**config.mk**
```make
export PLATFORM = sky130hd
export DESIGN_NAME = abd_div
export DESIGN_NICKNAME = d
export VERILOG_FILES = /design/src/sv/adaptive_baseline_denoise_assert.svh /design/src/sv/abd_pkg.sv /design/src/sv/abd_div.sv
export SDC_FILE = /design/constraint.sdc
export NUM_CORES = 1
export LEC_CHECK = 0
export BUFFER_PORTS_ARGS = -buffer_cell sky130_fd_sc_hd__buf_2
export CORE_ASPECT_RATIO = 0.7
export CORE_UTILIZATION = 45
export CTS_BUF_LIST = sky130_fd_sc_hd__clkbuf_2 sky130_fd_sc_hd__clkbuf_4 sky130_fd_sc_hd__clkbuf_8
export CTS_CLUSTER_SIZE = 10
export DETAILED_ROUTE_END_ITERATION = 8
export PLACE_DENSITY_LB_ADDON = 0.15
export SKIP_CTS_REPAIR_TIMING = 1
export SYNTH_ARGS = -nofsm -noshare
export SYNTH_HDL_FRONTEND = slang
export SYNTH_SLANG_ARGS = --single-unit
```
**constraint.sdc**
```tcl
create_clock -name clock -period 4.8 [get_ports clock]
set_clock_uncertainty 0.15 [all_clocks]
set_input_delay 0.72 -clock clock [delete_from_list [all_inputs] [get_ports clock]]
set_output_delay 0.72 -clock clock [all_outputs]
set_load 0.005 [all_outputs]
```
**src/sv/adaptive_baseline_denoise_assert.svh**
```systemverilog
// ---------------------------------------------------------------------------
// adaptive baseline denoise assertion macros
// shared property forms, clocked on clock and disabled during reset
// ---------------------------------------------------------------------------
`ifndef ADAPTIVE_BASELINE_DENOISE_ASSERT_SVH
`define ADAPTIVE_BASELINE_DENOISE_ASSERT_SVH

// consequent must hold in the same cycle as the antecedent
`define ABD_ASSERT_NOW(lbl, ante, cons, msg) \
   lbl: assert property (@(posedge clock) disable iff (reset) (ante) |-> (cons)) \
      else $error(msg);

// consequent must hold in the cycle after the antecedent
`define ABD_ASSERT_NEXT(lbl, ante, cons, msg) \
   lbl: assert property (@(posedge clock) disable iff (reset) (ante) |=> (cons)) \
      else $error(msg);

`endif

```
**src/sv/abd_pkg.sv**
```systemverilog
// ---------------------------------------------------------------------------
// abd_pkg
// types and fixed constants shared by the adaptive baseline denoise block
// ---------------------------------------------------------------------------
package abd_pkg;

   // sigma = mean * 1.2533141, as 82137 / 65536
   localparam logic [16:0] SIGMA_GAIN = 17'd82137;
   // unity ratio in q1.16
   localparam logic [16:0] RATIO_ONE  = 17'h10000;
   // quotient bits produced by the ratio divider
   localparam int          DIV_STEPS  = 16;

   // csr register indexes
   localparam logic [3:0] CSR_RATE_MIN      = 4'd0;
   localparam logic [3:0] CSR_RATE_MAX      = 4'd1;
   localparam logic [3:0] CSR_NOISE_RATE    = 4'd2;
   localparam logic [3:0] CSR_BASELINE_RATE = 4'd3;
   localparam logic [3:0] CSR_AMP_SCALE     = 4'd4;
   localparam logic [3:0] CSR_ERR_SCALE     = 4'd5;
   localparam logic [3:0] CSR_TRACK_LIMIT   = 4'd6;
   localparam logic [3:0] CSR_DEAD_BAND     = 4'd7;

   // one channel's stored state
   typedef struct packed {
      logic               started;
      logic [23:0]        baseline;
      logic [23:0]        mean_abs;
      logic signed [24:0] res_last;
      logic signed [24:0] res_older;
      logic signed [24:0] smooth_last;
   } chan_entry_type;

   // divider status towards the sequencer
   typedef struct packed {
      logic        done;
      logic [16:0] ratio;
   } div_stat_type;

endpackage

```
**src/sv/abd_div.sv**
```systemverilog
// ---------------------------------------------------------------------------
// abd_div
// ratio divider: (mag << 24) / den in q0.16, one quotient bit per cycle
// ---------------------------------------------------------------------------
module abd_div import abd_pkg::*; (
   input  logic         clock,
   input  logic         reset,
   input  logic         start,
   input  logic [25:0]  mag,
   input  logic [40:0]  den,
   output div_stat_type stat
);

   logic [41:0] rem_ff, rem_in;
   logic [15:0] quo_ff, quo_in;
   logic [40:0] den_ff, den_in;
   logic        sat_ff, sat_in;
   logic [4:0]  cnt_ff, cnt_in;
   logic        busy_ff, busy_in;
   logic        done_ff, done_in;
   logic [41:0] shifted;
   logic        ge;

   // one restoring step, zeros are shifted in
   assign shifted = {rem_ff[40:0], 1'b0};
   assign ge      = shifted >= {1'b0, den_ff};

   always_comb begin
      rem_in  = rem_ff;
      quo_in  = quo_ff;
      den_in  = den_ff;
      sat_in  = sat_ff;
      cnt_in  = cnt_ff;
      busy_in = busy_ff;
      done_in = 1'b0;
      if (start) begin
         rem_in  = 42'({mag, 8'b0});
         quo_in  = '0;
         den_in  = den;
         // zero denominator or ratio at or above one clamps to one
         sat_in  = (den == '0) || (41'({mag, 8'b0}) >= den);
         cnt_in  = 5'(DIV_STEPS);
         busy_in = 1'b1;
      end else if (busy_ff) begin
         rem_in = ge ? shifted - {1'b0, den_ff} : shifted;
         quo_in = {quo_ff[14:0], ge};
         cnt_in = cnt_ff - 5'd1;
         if (cnt_ff == 5'd1) begin
            busy_in = 1'b0;
            done_in = 1'b1;
         end
      end
   end

   // control state
   always_ff @(posedge clock) begin
      if (reset) begin
         busy_ff <= 1'b0;
         done_ff <= 1'b0;
         cnt_ff  <= '0;
      end else begin
         busy_ff <= busy_in;
         done_ff <= done_in;
         cnt_ff  <= cnt_in;
      end
   end

   // datapath
   always_ff @(posedge clock) begin
      rem_ff <= rem_in;
      quo_ff <= quo_in;
      den_ff <= den_in;
      sat_ff <= sat_in;
   end

   assign stat.done  = done_ff;
   assign stat.ratio = sat_ff ? RATIO_ONE : {1'b0, quo_ff};

endmodule

```
### Word level (Yosys, flattened, before mapping)

Cells that the tools add are included.

* add/subtract/negate cells: 2
* $lt $le $gt $ge: 2
* equality and inequality tests: 1
* muxes and demuxes: 10
* bitwise operators: 1
* reduce and logical (&&, ||, !) cells: 5

Operators by type and width (number)
* two-way mux 34 bit: 2
* greater-or-equal comparator 42 x 41 -> 1 bit: 1
* greater-or-equal comparator 34 x 41 -> 1 bit: 1
* zero test 41 bit: 1
* two-way mux 41 bit: 1
* subtractor 41 bit: 1
* two-way mux 17 bit: 1
* two-way mux 5 bit: 2
* == test 5 x 1 -> 1 bit (second input constant): 1
* subtractor 5 x 1 -> 5 bit (second input constant): 1
* two-way mux 1 bit: 4
* OR reduction 3 bit: 1
* nonzero test 2 bit: 1
* OR reduction 2 bit: 1
* logical OR 1 bit: 1
* inverter 1 bit: 1

* bits in registers: 106
* input bits: 70
* output and inout port bits: 18
* logic and storage cells: 30

### Longest topological paths before layout

* word-level depth: 4
* gate-level depth with buffers: 14

### Worst setup path after synthesis

OpenSTA, ideal clock, no wires.

* path type: register to register
* start point: register den_ff[0]
* end point: register rem_ff[18] (data pin)
* arrival: 2.617 ns
* required time: 4.384 ns
* setup slack: 1.768 ns
* cell stages (with the launch flop): 14
* buffers on the path: 2
* clock period less this slack: 3.032 ns
* cell sequence: edfxtp_1 > inv_1 > fa_1 > a21o_1 > a221oi_2 > o21ba_4 > nor3_2 > o31ai_4 > a21oi_4 > nand2b_4 > buf_8 > buf_8 > mux2i_1 > o21ai_1

* word-level cells in the longest chain between the ends: 4
* elaborated cells between the ends (all ways): 5
* classes of those cells: add/sub: 1; order compare: 1; mux: 3

Ends and longest elaborated chain
* from (decl): RTL line abd_div.sv:16 `logic [40:0] den_ff, den_in;`
* from (signal assigned): RTL line abd_div.sv:72 `den_ff <= den_in;`
* subtractor 41 bit / greater-or-equal comparator 42 x 41 -> 1 bit (equally long branches): RTL line abd_div.sv:45, abd_div.sv:26
* two-way mux 41 bit *: RTL line abd_div.sv:45 `rem_in = ge ? shifted - {1'b0, den_ff} : shifted;`
* two-way mux 34 bit *: RTL line abd_div.sv:44 `end else if (busy_ff) begin`
* two-way mux 34 bit *: RTL line abd_div.sv:36 `if (start) begin`
* net rem_in[18]: RTL line abd_div.sv:14 `logic [41:0] rem_ff, rem_in;`
* to (signal assigned): RTL line abd_div.sv:70 `rem_ff <= rem_in;`
* to (decl): RTL line abd_div.sv:14

Mark *: on every way through the listed nets, which the timed path passes. The rest lies on a longest branch. The select of a mux whose other input is x is not followed.
A chain may end at the register's enable or synchronous reset.

### Worst setup path after layout

* start point: register rem_ff[14]
* end point: register rem_ff[26] (data pin)

* word-level cells in the longest chain between the ends: 4
* elaborated cells between the ends (all ways): 5
* classes of those cells: add/sub: 1; order compare: 1; mux: 3

Ends and longest elaborated chain (RTL line)
* subtractor 41 bit / greater-or-equal comparator 42 x 41 -> 1 bit (equally long branches): abd_div.sv:45, abd_div.sv:26
* two-way mux 41 bit *: abd_div.sv:45
* two-way mux 34 bit *: abd_div.sv:44
* two-way mux 34 bit *: abd_div.sv:36
* net rem_in[26]: abd_div.sv:14

Marks and branches as above.

==> flow_metrics.env <==
export IMPL_maxSlewViolCount=0
export IMPL_worst_slew_pin_slew_ps=1156
export IMPL_yosys_warnings=0
export IMPL_wl_per_cell_um=18.04
export IMPL_grt_pass1_wl_um=31420
export IMPL_post_route_min_period_ps=3891
export IMPL_seq_area_frac_synth_pct=37.62
export IMPL_fin_crit_sh_pct=81.07
export IMPL_critical_path_depth=11
export IMPL_hold_violations=0
export IMPL_clock_path_buffers=2
export IMPL_cp_slowest_cell="nor2_2"
export IMPL_drt_wl_total_um=19960
export IMPL_synth_edf_count=68
export IMPL_antenna_found_initial=0
export IMPL_layout_nets=1021
export IMPL_yosys_area_top_type="edfxtp_1"
export IMPL_outcome="finished, final reports clean"
export IMPL_async_reset_ff_share_pct=0
export IMPL_drc=0
export IMPL_cp_end_kind="flip-flop"
export IMPL_slowest_delay_ps=460
export IMPL_cts_tree="done"
export IMPL_mostFrequentLayoutCells="86 x buf_2, 75 x inv_1, 69 x ha_1, 68 x edfxtp_1, 65 x nand2_1"
export IMPL_firstDrtPassIters=5
export IMPL_setup_violations_final=0
export IMPL_grt_max_degree=65
export IMPL_arrival_ps=3920
export IMPL_layout_commonest_cell="buf_2"
export IMPL_max_freq_mhz=257.0
export IMPL_hold_depth=2
export IMPL_clk_latency_ps=400
export IMPL_required_ps=4830
export IMPL_gp_congestion=0.8994
export IMPL_rr_worst_depth=11
export IMPL_rows=38
export IMPL_path_class="reg2reg"
export IMPL_hp_class="reg2reg"
export IMPL_antenna_left=0
export IMPL_crit_chain="ha_1 -> a211oi_2 -> o21ai_1 -> a221oi_2 -> o22ai_1 -> o31ai_4 -> a21oi_4 -> nor2_2 -> buf_4 -> a21oi_1 -> a221oi_1"
export IMPL_ys_flop_type="edfxtp_1"
export IMPL_cts_sinks=106
export IMPL_diodes=0
export IMPL_drive_gt1_share_pct=14.00
export IMPL_cap_viol_max_count=0
export IMPL_htreeDepth=3
export IMPL_overflow=0
export IMPL_power_density_nw_per_um2=291.7
export IMPL_die_w_um=155.8
export IMPL_cp_buffers_inverters=1
export IMPL_grt_usage_pct=24.13
export IMPL_area_growth_pct=10.09
export IMPL_relSlewSlack_pct=22.83
export IMPL_core_area_um2=15830
export IMPL_viasPerCell=5.813
export IMPL_syn_avg_cell_area_um2=9.152
export IMPL_critPathTopFamily="compound AO/OA/AOI/OAI gates"
export IMPL_die_h_um=109.7
export IMPL_cts_buffers=9
export IMPL_yosys_register_bits=106
export IMPL_rsz0062_at_grt="false"
export IMPL_io_pins=88
export IMPL_tns_ps=0
export IMPL_dp_slack_ps=1019
export IMPL_clk_pin_slew_ps=110
export IMPL_p_leak_nw=3.597
export IMPL_cp_max_fo=12
export IMPL_synthTopCellsByArea="edfxtp_1 27%, ha_1 12%, dfxtp_1 10%"
export IMPL_vias=6429
export IMPL_grt_pass1_vias=5920
export IMPL_hpwl_um=15560
export IMPL_irDropWorstVdd_mv=0.1602
export IMPL_start_kind="flip-flop"
export IMPL_io_buffers=87
export IMPL_drtIter0Drc=486
export IMPL_die_area_um2=17080
export IMPL_syn_num_nets=954
export IMPL_cts_root_buffer="clkbuf_8"
export IMPL_fin_ws_ps=908.7
export IMPL_synth_top_cell_area_share_pct=27.41
export IMPL_start_util_pct=47.05
export IMPL_syn_inst=814
export IMPL_syn_area_um2=7450
export IMPL_ys_types=66
[state kept, by name (all words and copies together), names as in the netlist]
| signal | flops |
|---|---|
| busy_ff | 1 |
| sat_ff | 1 |
| quo_ff | 16 |
| rem_ff | 41 |
| den_ff | 41 |
| cnt_ff | 5 |
| done_ff | 1 |
[power breakdown]
| group | leakage [nW] | internal, W | switching, W |
|---|---|---|---|
| clock | 0.0955 | 0.000205 | 0.000328 |
| sequential | 0.993 | 0.00104 | 0.0000357 |
| combinational | 2.51 | 0.000304 | 0.000476 |
| total | 3.60 | 0.00155 | 0.000841 |
[layer usage]
layer | track usage (%) | routed length, um
met3 | 5.794 | 1551
met4 | 6.022 | 268
met1 | 34.42 | 9652
met2 | 36.58 | 8484
met5 | 0 | 0
[area by class of cell]
type	count	area (um2)
sequential	106	2803
clock inverter	5	37.54
inverter	75	281.5
tap	220	275.3
fill	1490	7631
multi-input combinational	597	4190
timing repair buffer	92	475.5
clock buffer	11	138.9
[worst register-to-register path: cells and delay by family, from the launching register on]
kind,cells,cell delay [ps]
adders and majority gates,1,430
buffers and inverters,1,300
and+or+nand+nor,1,460
DFF,1,430
AOI/OAI and AO/OA,8,1900
[cells by family (layout without fill, tap and decap cells)]
logic type	after synthesis	count (layout)	synth area share, %
and+or+nand+nor	226	226	14.61
AOI/OAI and AO/OA	225	225	20.17
muxes	37	37	5.022
buffers and inverters	111	183	6.130
adders and majority gates	70	70	11.86
xor gates and xnor gates	39	39	4.585
DFF	106	106	37.62
[worst paths after layout]
| kind | start | end | slack (ps) |
|---|---|---|---|
| max | rem_ff[14]$_DFFE_PP_ | rem_ff[26]$_DFFE_PP_ | 910 |
| min | rem_ff[7]$_SDFFE_PP0P_ | rem_ff[7]$_SDFFE_PP0P_ | 350 |
| max reg2reg | rem_ff[14]$_DFFE_PP_ | rem_ff[26]$_DFFE_PP_ | 910 |
| min reg2reg | rem_ff[7]$_SDFFE_PP0P_ | rem_ff[7]$_SDFFE_PP0P_ | 350 |
[stage by stage]
step	power (W)	util, %	cell area [um2]	hold slack (ps)	instances
detailed placement	0.001860	50.69	8025	340.8	1090
CTS	0.002390	51.80	8202	345.8	1106
global placement	0.001845	50.69	8025	327.6	1090
finish	0.002392	51.80	8202	352.4	1106
global route	0.002519	51.80	8202	344.6	1106
floorplan	0.001646	-	7450	302.0	814
[Yosys cell counts (2+ instances only)]
library cell / instances
a2111oi_0: 2
a211o_1: 2
a211oi_1: 10
a211oi_2: 2
a21boi_0: 2
a21o_1: 29
a21oi_1: 48
a221oi_2: 2
a2bb2oi_1: 2
a311oi_1: 5
a31oi_1: 6
a32oi_1: 13
and2_1: 3
and3_1: 6
buf_1: 2
buf_2: 7
buf_4: 2
buf_8: 2
clkbuf_1: 22
dfxtp_1: 38
edfxtp_1: 68
ha_1: 69
inv_1: 75
mux2_2: 3
mux2i_1: 34
nand2_1: 65
nand2b_1: 4
nand3_1: 16
nand3b_1: 2
nand4_1: 18
nor2_1: 63
nor2b_1: 22
nor3_1: 9
nor4_1: 9
nor4b_1: 2
o211ai_1: 8
o21a_1: 6
o21ai_0: 54
o21ai_1: 12
o21bai_1: 6
o31ai_1: 2
xnor2_1: 28
xor2_1: 11
No activity file was read; power rests on OpenSTA's default activity.
